<file path="src/hw/rtl/rvm_pkg.sv">
package rvm_pkg;

    // cursor format
    localparam int FRAC_BITS = 16;
    localparam int CUR_W     = 32;
    localparam int IDX_W     = CUR_W - FRAC_BITS;

    // request kinds
    localparam logic [1:0] KIND_WRITE = 2'd0;
    localparam logic [1:0] KIND_START = 2'd1;
    localparam logic [1:0] KIND_STOP  = 2'd2;
    localparam logic [1:0] KIND_FRAME = 2'd3;

    // configuration register indexes
    localparam logic CFG_GLOBAL   = 1'b0;
    localparam logic CFG_CATEGORY = 1'b1;

    localparam logic [15:0] VOL_RESET = 16'd32768;

    // reply kinds
    localparam logic REPLY_FRAME = 1'b0;
    localparam logic REPLY_START = 1'b1;

    typedef struct packed {
        logic [1:0]         kind;
        logic [15:0]        mem_address;
        logic signed [15:0] mem_sample;
        logic [15:0]        sound_base;
        logic [16:0]        sound_length;
        logic               stereo;
        logic [18:0]        pitch_ratio;
        logic [3:0]         voice_slot;
        logic signed [15:0] mix_in_left;
        logic signed [15:0] mix_in_right;
    } req_t;

    typedef struct packed {
        logic               reply_kind;
        logic signed [15:0] left_mix;
        logic signed [15:0] right_mix;
        logic [3:0]         slot_given;
        logic               start_ok;
    } rsp_t;

    // controller to datapath
    typedef struct packed {
        logic       accept;
        logic       mem_write;
        logic       stop;
        logic       frame_init;
        logic       voice_load;
        logic       tgt_load;
        logic       rd_step;
        logic       lerp_step;
        logic       scale_step;
        logic       voice_commit;
        logic       next_voice;
        logic       reply_load;
        logic [3:0] step;
    } cmd_t;

    // datapath to controller
    typedef struct packed {
        logic [1:0] kind;
        logic       voice_on;
        logic       last_voice;
        logic       rsp_free;
    } stat_t;

endpackage

</file>
<file path="src/hw/rtl/rvm_control.sv">
module rvm_control import rvm_pkg::*; (
    input  logic  clk,
    input  logic  rst_n,
    input  logic  req_valid,
    output logic  req_stall,
    input  stat_t stat,
    output cmd_t  cmd
);

    typedef enum logic [8:0] {
        S_IDLE    = 9'b000000001,
        S_EXEC    = 9'b000000010,
        S_REPLY   = 9'b000000100,
        S_VLOAD   = 9'b000001000,
        S_VTGT    = 9'b000010000,
        S_VREAD   = 9'b000100000,
        S_VLERP   = 9'b001000000,
        S_VSCALE  = 9'b010000000,
        S_VCOMMIT = 9'b100000000
    } state_t;

    state_t     state_reg, state_next;
    logic [3:0] step_reg, step_next;

    always_ff @(posedge clk or negedge rst_n)
    begin
        if (!rst_n)
        begin
            state_reg <= S_IDLE;
            step_reg  <= 4'd0;
        end
        else
        begin
            state_reg <= state_next;
            step_reg  <= step_next;
        end
    end

    // sequencing
    always_comb
    begin
        state_next = state_reg;
        step_next  = step_reg;
        cmd        = '0;
        cmd.step   = step_reg;
        req_stall  = 1'b1;
        case (state_reg)
            S_IDLE:
            begin
                req_stall = 1'b0;
                if (req_valid)
                begin
                    cmd.accept = 1'b1;
                    state_next = S_EXEC;
                end
            end
            S_EXEC:
            begin
                case (stat.kind)
                    KIND_WRITE:
                    begin
                        cmd.mem_write = 1'b1;
                        state_next    = S_IDLE;
                    end
                    KIND_STOP:
                    begin
                        cmd.stop   = 1'b1;
                        state_next = S_IDLE;
                    end
                    KIND_START:
                    begin
                        state_next = S_REPLY;
                    end
                    default:
                    begin
                        cmd.frame_init = 1'b1;
                        state_next     = S_VLOAD;
                    end
                endcase
            end
            S_VLOAD:
            begin
                if (stat.voice_on)
                begin
                    cmd.voice_load = 1'b1;
                    state_next     = S_VTGT;
                end
                else
                begin
                    cmd.next_voice = 1'b1;
                    if (stat.last_voice)
                    begin
                        state_next = S_REPLY;
                    end
                end
            end
            S_VTGT:
            begin
                cmd.tgt_load = 1'b1;
                step_next    = 4'd0;
                state_next   = S_VREAD;
            end
            S_VREAD:
            begin
                cmd.rd_step = 1'b1;
                if (step_reg == 4'd8)
                begin
                    step_next  = 4'd0;
                    state_next = S_VLERP;
                end
                else
                begin
                    step_next = step_reg + 4'd1;
                end
            end
            S_VLERP:
            begin
                cmd.lerp_step = 1'b1;
                if (step_reg == 4'd7)
                begin
                    step_next  = 4'd0;
                    state_next = S_VSCALE;
                end
                else
                begin
                    step_next = step_reg + 4'd1;
                end
            end
            S_VSCALE:
            begin
                cmd.scale_step = 1'b1;
                if (step_reg == 4'd3)
                begin
                    step_next  = 4'd0;
                    state_next = S_VCOMMIT;
                end
                else
                begin
                    step_next = step_reg + 4'd1;
                end
            end
            S_VCOMMIT:
            begin
                cmd.voice_commit = 1'b1;
                cmd.next_voice   = 1'b1;
                state_next       = stat.last_voice ? S_REPLY : S_VLOAD;
            end
            S_REPLY:
            begin
                if (stat.rsp_free)
                begin
                    cmd.reply_load = 1'b1;
                    state_next     = S_IDLE;
                end
            end
            default:
            begin
                state_next = S_IDLE;
            end
        endcase
    end

    // checks
    a_reply_free: assert property (@(posedge clk) disable iff (!rst_n)
        cmd.reply_load |-> stat.rsp_free)
        else $error("reply loaded into a full output register");

    a_exec_after_accept: assert property (@(posedge clk) disable iff (!rst_n)
        (cmd.mem_write || cmd.stop || cmd.frame_init) |-> $past(cmd.accept))
        else $error("request executed without a fresh beat");

    a_read_range: assert property (@(posedge clk) disable iff (!rst_n)
        cmd.rd_step |-> (cmd.step <= 4'd8))
        else $error("read sequencer step out of range");

endmodule

</file>
<file path="config.mk">
export PLATFORM = sky130hd
export DESIGN_NAME = rvm_control
export DESIGN_NICKNAME = d
export VERILOG_FILES = /design/src/hw/rtl/rvm_pkg.sv /design/src/hw/rtl/rvm_control.sv
export SDC_FILE = /design/constraint.sdc
export NUM_CORES = 1
export LEC_CHECK = 0
export BUFFER_PORTS_ARGS = -buffer_cell sky130_fd_sc_hd__buf_2
export CORE_MARGIN = 5
export CORE_UTILIZATION = 51
export DETAILED_ROUTE_END_ITERATION = 6
export PLACE_DENSITY_LB_ADDON = 0.1
export SLEW_MARGIN = 20
export SYNTH_ARGS = -nofsm -noshare
export SYNTH_HDL_FRONTEND = slang
export SYNTH_SLANG_ARGS = --single-unit
</file>
<file path="constraint.sdc">
create_clock -name clk -period 2.85 [get_ports clk]
set_clock_uncertainty 0.2 [all_clocks]
set_input_delay 0.57 -clock clk [delete_from_list [all_inputs] [get_ports clk]]
set_output_delay 0.57 -clock clk [all_outputs]
set_load 0.005 [all_outputs]
</file>
---- After elaboration in Yosys (flattened, before gate mapping) ----
Index checks and enable logic that the tools add are counted.
operators by class
  add/sub/neg operators ................... 1
  multiply operators ...................... 0
  divide/modulo/power cells ............... 0
  $lt $le $gt $ge ......................... 0
  equality and inequality tests ........... 20
  shift operators ......................... 0
  muxes and demuxes ....................... 32
  bitwise logic cells ..................... 0
  reductions and logical operators ........ 5
operator list
  operator             count
  $pmux 9 s9           1
  $mux 9               7
  $mux 1               16
  $mux 4               4
  $pmux 4 s4           1
  $ne 2x2->1 const B   5
  $eq 9x1->1 const B   1
  $eq 9x2->1 const B   1
  $eq 9x3->1 const B   1
  $eq 9x4->1 const B   1
  $eq 9x5->1 const B   1
  $eq 9x6->1 const B   1
  $eq 9x7->1 const B   1
  $eq 9x8->1 const B   1
  $eq 9x9->1 const B   1
  $pmux 4 s2           1
  $reduce_and 6->1     1
  $add 4x1->4 const B  1
  $eq 4x2->1 const B   1
  $eq 4x3->1 const B   1
  $eq 4x4->1 const B   1
  $reduce_bool 4->1    1
  $mux 3               1
  $ne 3x3->1 const B   1
  other kinds (6)      6
word-level totals
  bits in registers ....................... 13
  bits in latches ......................... 0
  bits in writable memories ............... 0
  bits in read-only memories .............. 0
  input bits .............................. 8
  output and inout bits ................... 17
  memories kept ........................... 0

---- Longest topological paths before layout ----
  word-level depth ........................ 4
  depth in mapped cells ................... 7
  depth with buffers taken out ............ 7

---- Least setup slack after synthesis ----
OpenSTA, ideal clock, no wires.
  kind .................................... reg2out
  from .................................... reg state_reg[7]
  to ...................................... out cmd[11] (netlist name)
  data arrival time ....................... 1391 ps
  data required time ...................... 2080 ps
  setup slack ............................. 689 ps
  stages on the path, launching flop included .. 5
  path buffers ............................ 1
  path through ............................ dfrtp_1 -> buf_6 -> or3_4 -> nor4_1 -> and4b_1
RTL lines
  element                 RTL line           source
  from (decl)             rvm_control.sv:22  state_t state_reg, state_next;
  from (signal assigned)  rvm_control.sv:34  state_reg <= state_next;
  to (decl)               rvm_control.sv:7   output cmd_t cmd

==> impl_results.md <==
- Status: finished, final reports clean
- Yosys cell types: 44
- Commonest cells in the netlist: dfrtp_1, nor2_1, nand2_1
- Pins Over Slew Limit: 0
- CP top delay family: simple AND/OR/NAND/NOR gates
- HPWL Detailed: 1660 um
- Most frequent cell after synthesis: dfrtp_1
- Crit path arrival time: 1.89 ns
- CP Class: reg -> out
- Clock buffer depth: 2
- RD Place Congestion: 0.857
- Initial antenna violation count: 0
- Avg WL per Cell: 13.3 um
- Setup TNS: 0 ns
- Sequential cell area: 327 sq um
- Antenna-violating nets left: 0
- Area occupied by multi-input gates: 619 sq um
- CP required: 2.08 ns
- Largest net degree at the start of global routing: 14
- Hold Vio Cnt, Final: 0
- Worst-case headroom to the max-slew limit: 61.9%
- Synth Area per Inst: 8.79 sq um
- Setup bufs post-CTS: 0
- Ports: 25
- Max-Cap Viols: 0
- DRC violations left: 0
- Critical Path Start Type: flop
- Gr usage total: 16.6%
- Drt first pass iters: 4
- Cts bufs inserted: 3
- Placed inst area: 1120 sq um
- Clock-pin slew of the registers on the worst-case setup and hold paths: 0.09 ns
- Clock root cell: clkbuf_4
- Cell Area, Synth: 1020 sq um
- Synth top area share: 29.4%
- CP bufs+invs: 1
- R2R Setup Slk: 0.76 ns
- Synth warn: 0
- Worst-skew pair later-pin latency: 0.27 ns
- Wirelength, routed: 2200 um
- DRT iter0 DRCs: 13
- Critical-path cell list: or3_4 > nor4_1 > and4b_1 > buf_2
- Final core utilization: 59.7%
- Share of layout cells above drive strength 1: 29.0%
- Yosys top cell by area: dfrtp_1
- Max reg flops: 9
- Cts hold-fix bufs: 1
- Post_cts resized: 0
- Power Dens Cells: 478 nW/um^2
- EDFF count, synth: 0
- Layout overhead on the synthesized area: 13.6%
- Register area share after synthesis: 32.0%
- Final setup viols: 0
- Mapped Nets: 126
- # H-tree levels: 1
- Chip width: 54.7 um
- Row count: 16
- HP Class: in -> reg
- CTS Sinks: 13
- Post-route cell area: 1160 sq um
- # diodes: 0
- Total core area: 1940 sq um
- Vias per cell: 5.49
- DP Worst Slack: 0.508 ns
- Main synth FF type: dfrtp_1
- Fill count: 186
- Hold slack: 0.303 ns
- Critical hold path startpoint: stat[0]
- Grt ovf: 0
- RSZ-0062 raised after global routing: no
- Final min period: 2.66 ns
- Final period utilization: 93.2%
- Mapped Cells: 116
- Die ar.: 2990 sq um
- Final Worst Setup Slack: 0.193 ns
- Peak Freq: 0.376 GHz
- Synth top area cells: dfrtp_1, nor2_1, nand2_1
- Async set-reset flop share out of synthesis: 100%
- First-pass GRT wire length: 3580 um
- Least-Margin Pin Slew: 0.564 ns
- Slowest cell on the critical path: dfrtp_1
- Chip Height: 54.7 um
- R2r startpoint: step_reg[0]
- Port Buf Inserts: 24
- Crit path largest cell delay: 0.48 ns
- Static Leakage: 0.000604 uW
- Number of global-route vias before repair: 789
- Worst-path fanout max: 9
- Register bit total from synthesis: 13
- Via count: 906
- CTS tree: done
- Starting Density: 52.5%
- CP Capture Type: output pin
- Crit path from: state_reg[7]
- Layout Nets: 149
- Worst VDD drop: 0.408 mV
-- layer usage --
metal  wire [um]  vias up  share of wire [%]  global-route usage (%)
met4           0        0                  0                    2.49
li1            -      461                  -                       -
met2        1010       16                 46                    24.0
met5           0        -                  0                       0
met3          84        0                3.8                    4.09
met1        1110      429                 51                    25.0
-- layout make-up --
type | instances | share of cell area, %
clock buffers | 4 | 2.27
multi-input cells | 90 | 53.5
inverters | 6 | 1.94
repair buffers | 25 | 11.2
well taps | 27 | 2.92
flip-flops and latches | 13 | 28.2
-- report_power, final --
part / leakage (uW) / internal (uW) / switching (uW) / total (uW)
registers: 0.000177 / 208 / 22.9 / 231
logic: 0.000413 / 85.6 / 118 / 204
clock network: 0.0000150 / 54.2 / 65.6 / 120
total: 0.000604 / 348 / 207 / 554
-- cells by family after synthesis --
group / after synthesis / synth area share, %
AND/OR/NAND/NOR: 57 / 34.4
XOR/XNOR: 4 / 3.44
flip-flops: 13 / 32.0
adder cells (fa/ha/maj): 2 / 2.45
AO/OA/AOI/OAI: 27 / 20.5
buffers and inverters: 13 / 7.24
-- per-stage QoR --
step                      power [uW]  cells
after floorplan                  401    116
after global placement           436    160
after detailed placement         438    160
after CTS                        558    165
after global routing             595    165
final                            554    165
-- cell usage in the layout, fill, tap and decap left out, types with 4 or more instances in the layout --
cell type  count
nor2b_1        4
nor2_1        10
dfrtp_1       12
nand2b_1       5
o21ai_0        6
buf_2         24
inv_1          6
a21oi_1        4
nand2_1        9
-- path summary, 6_finish.rpt --
kind                                 to  cells after the start
max in group asynchronous  state_reg[0]                      2
setup / recovery                cmd[11]                      4
hold / removal             state_reg[2]                      2
setup reg to reg           state_reg[5]                      6
min in group asynchronous   step_reg[2]                      2
hold reg to reg             step_reg[0]                      1
No activity file was read; power rests on OpenSTA's default activity.
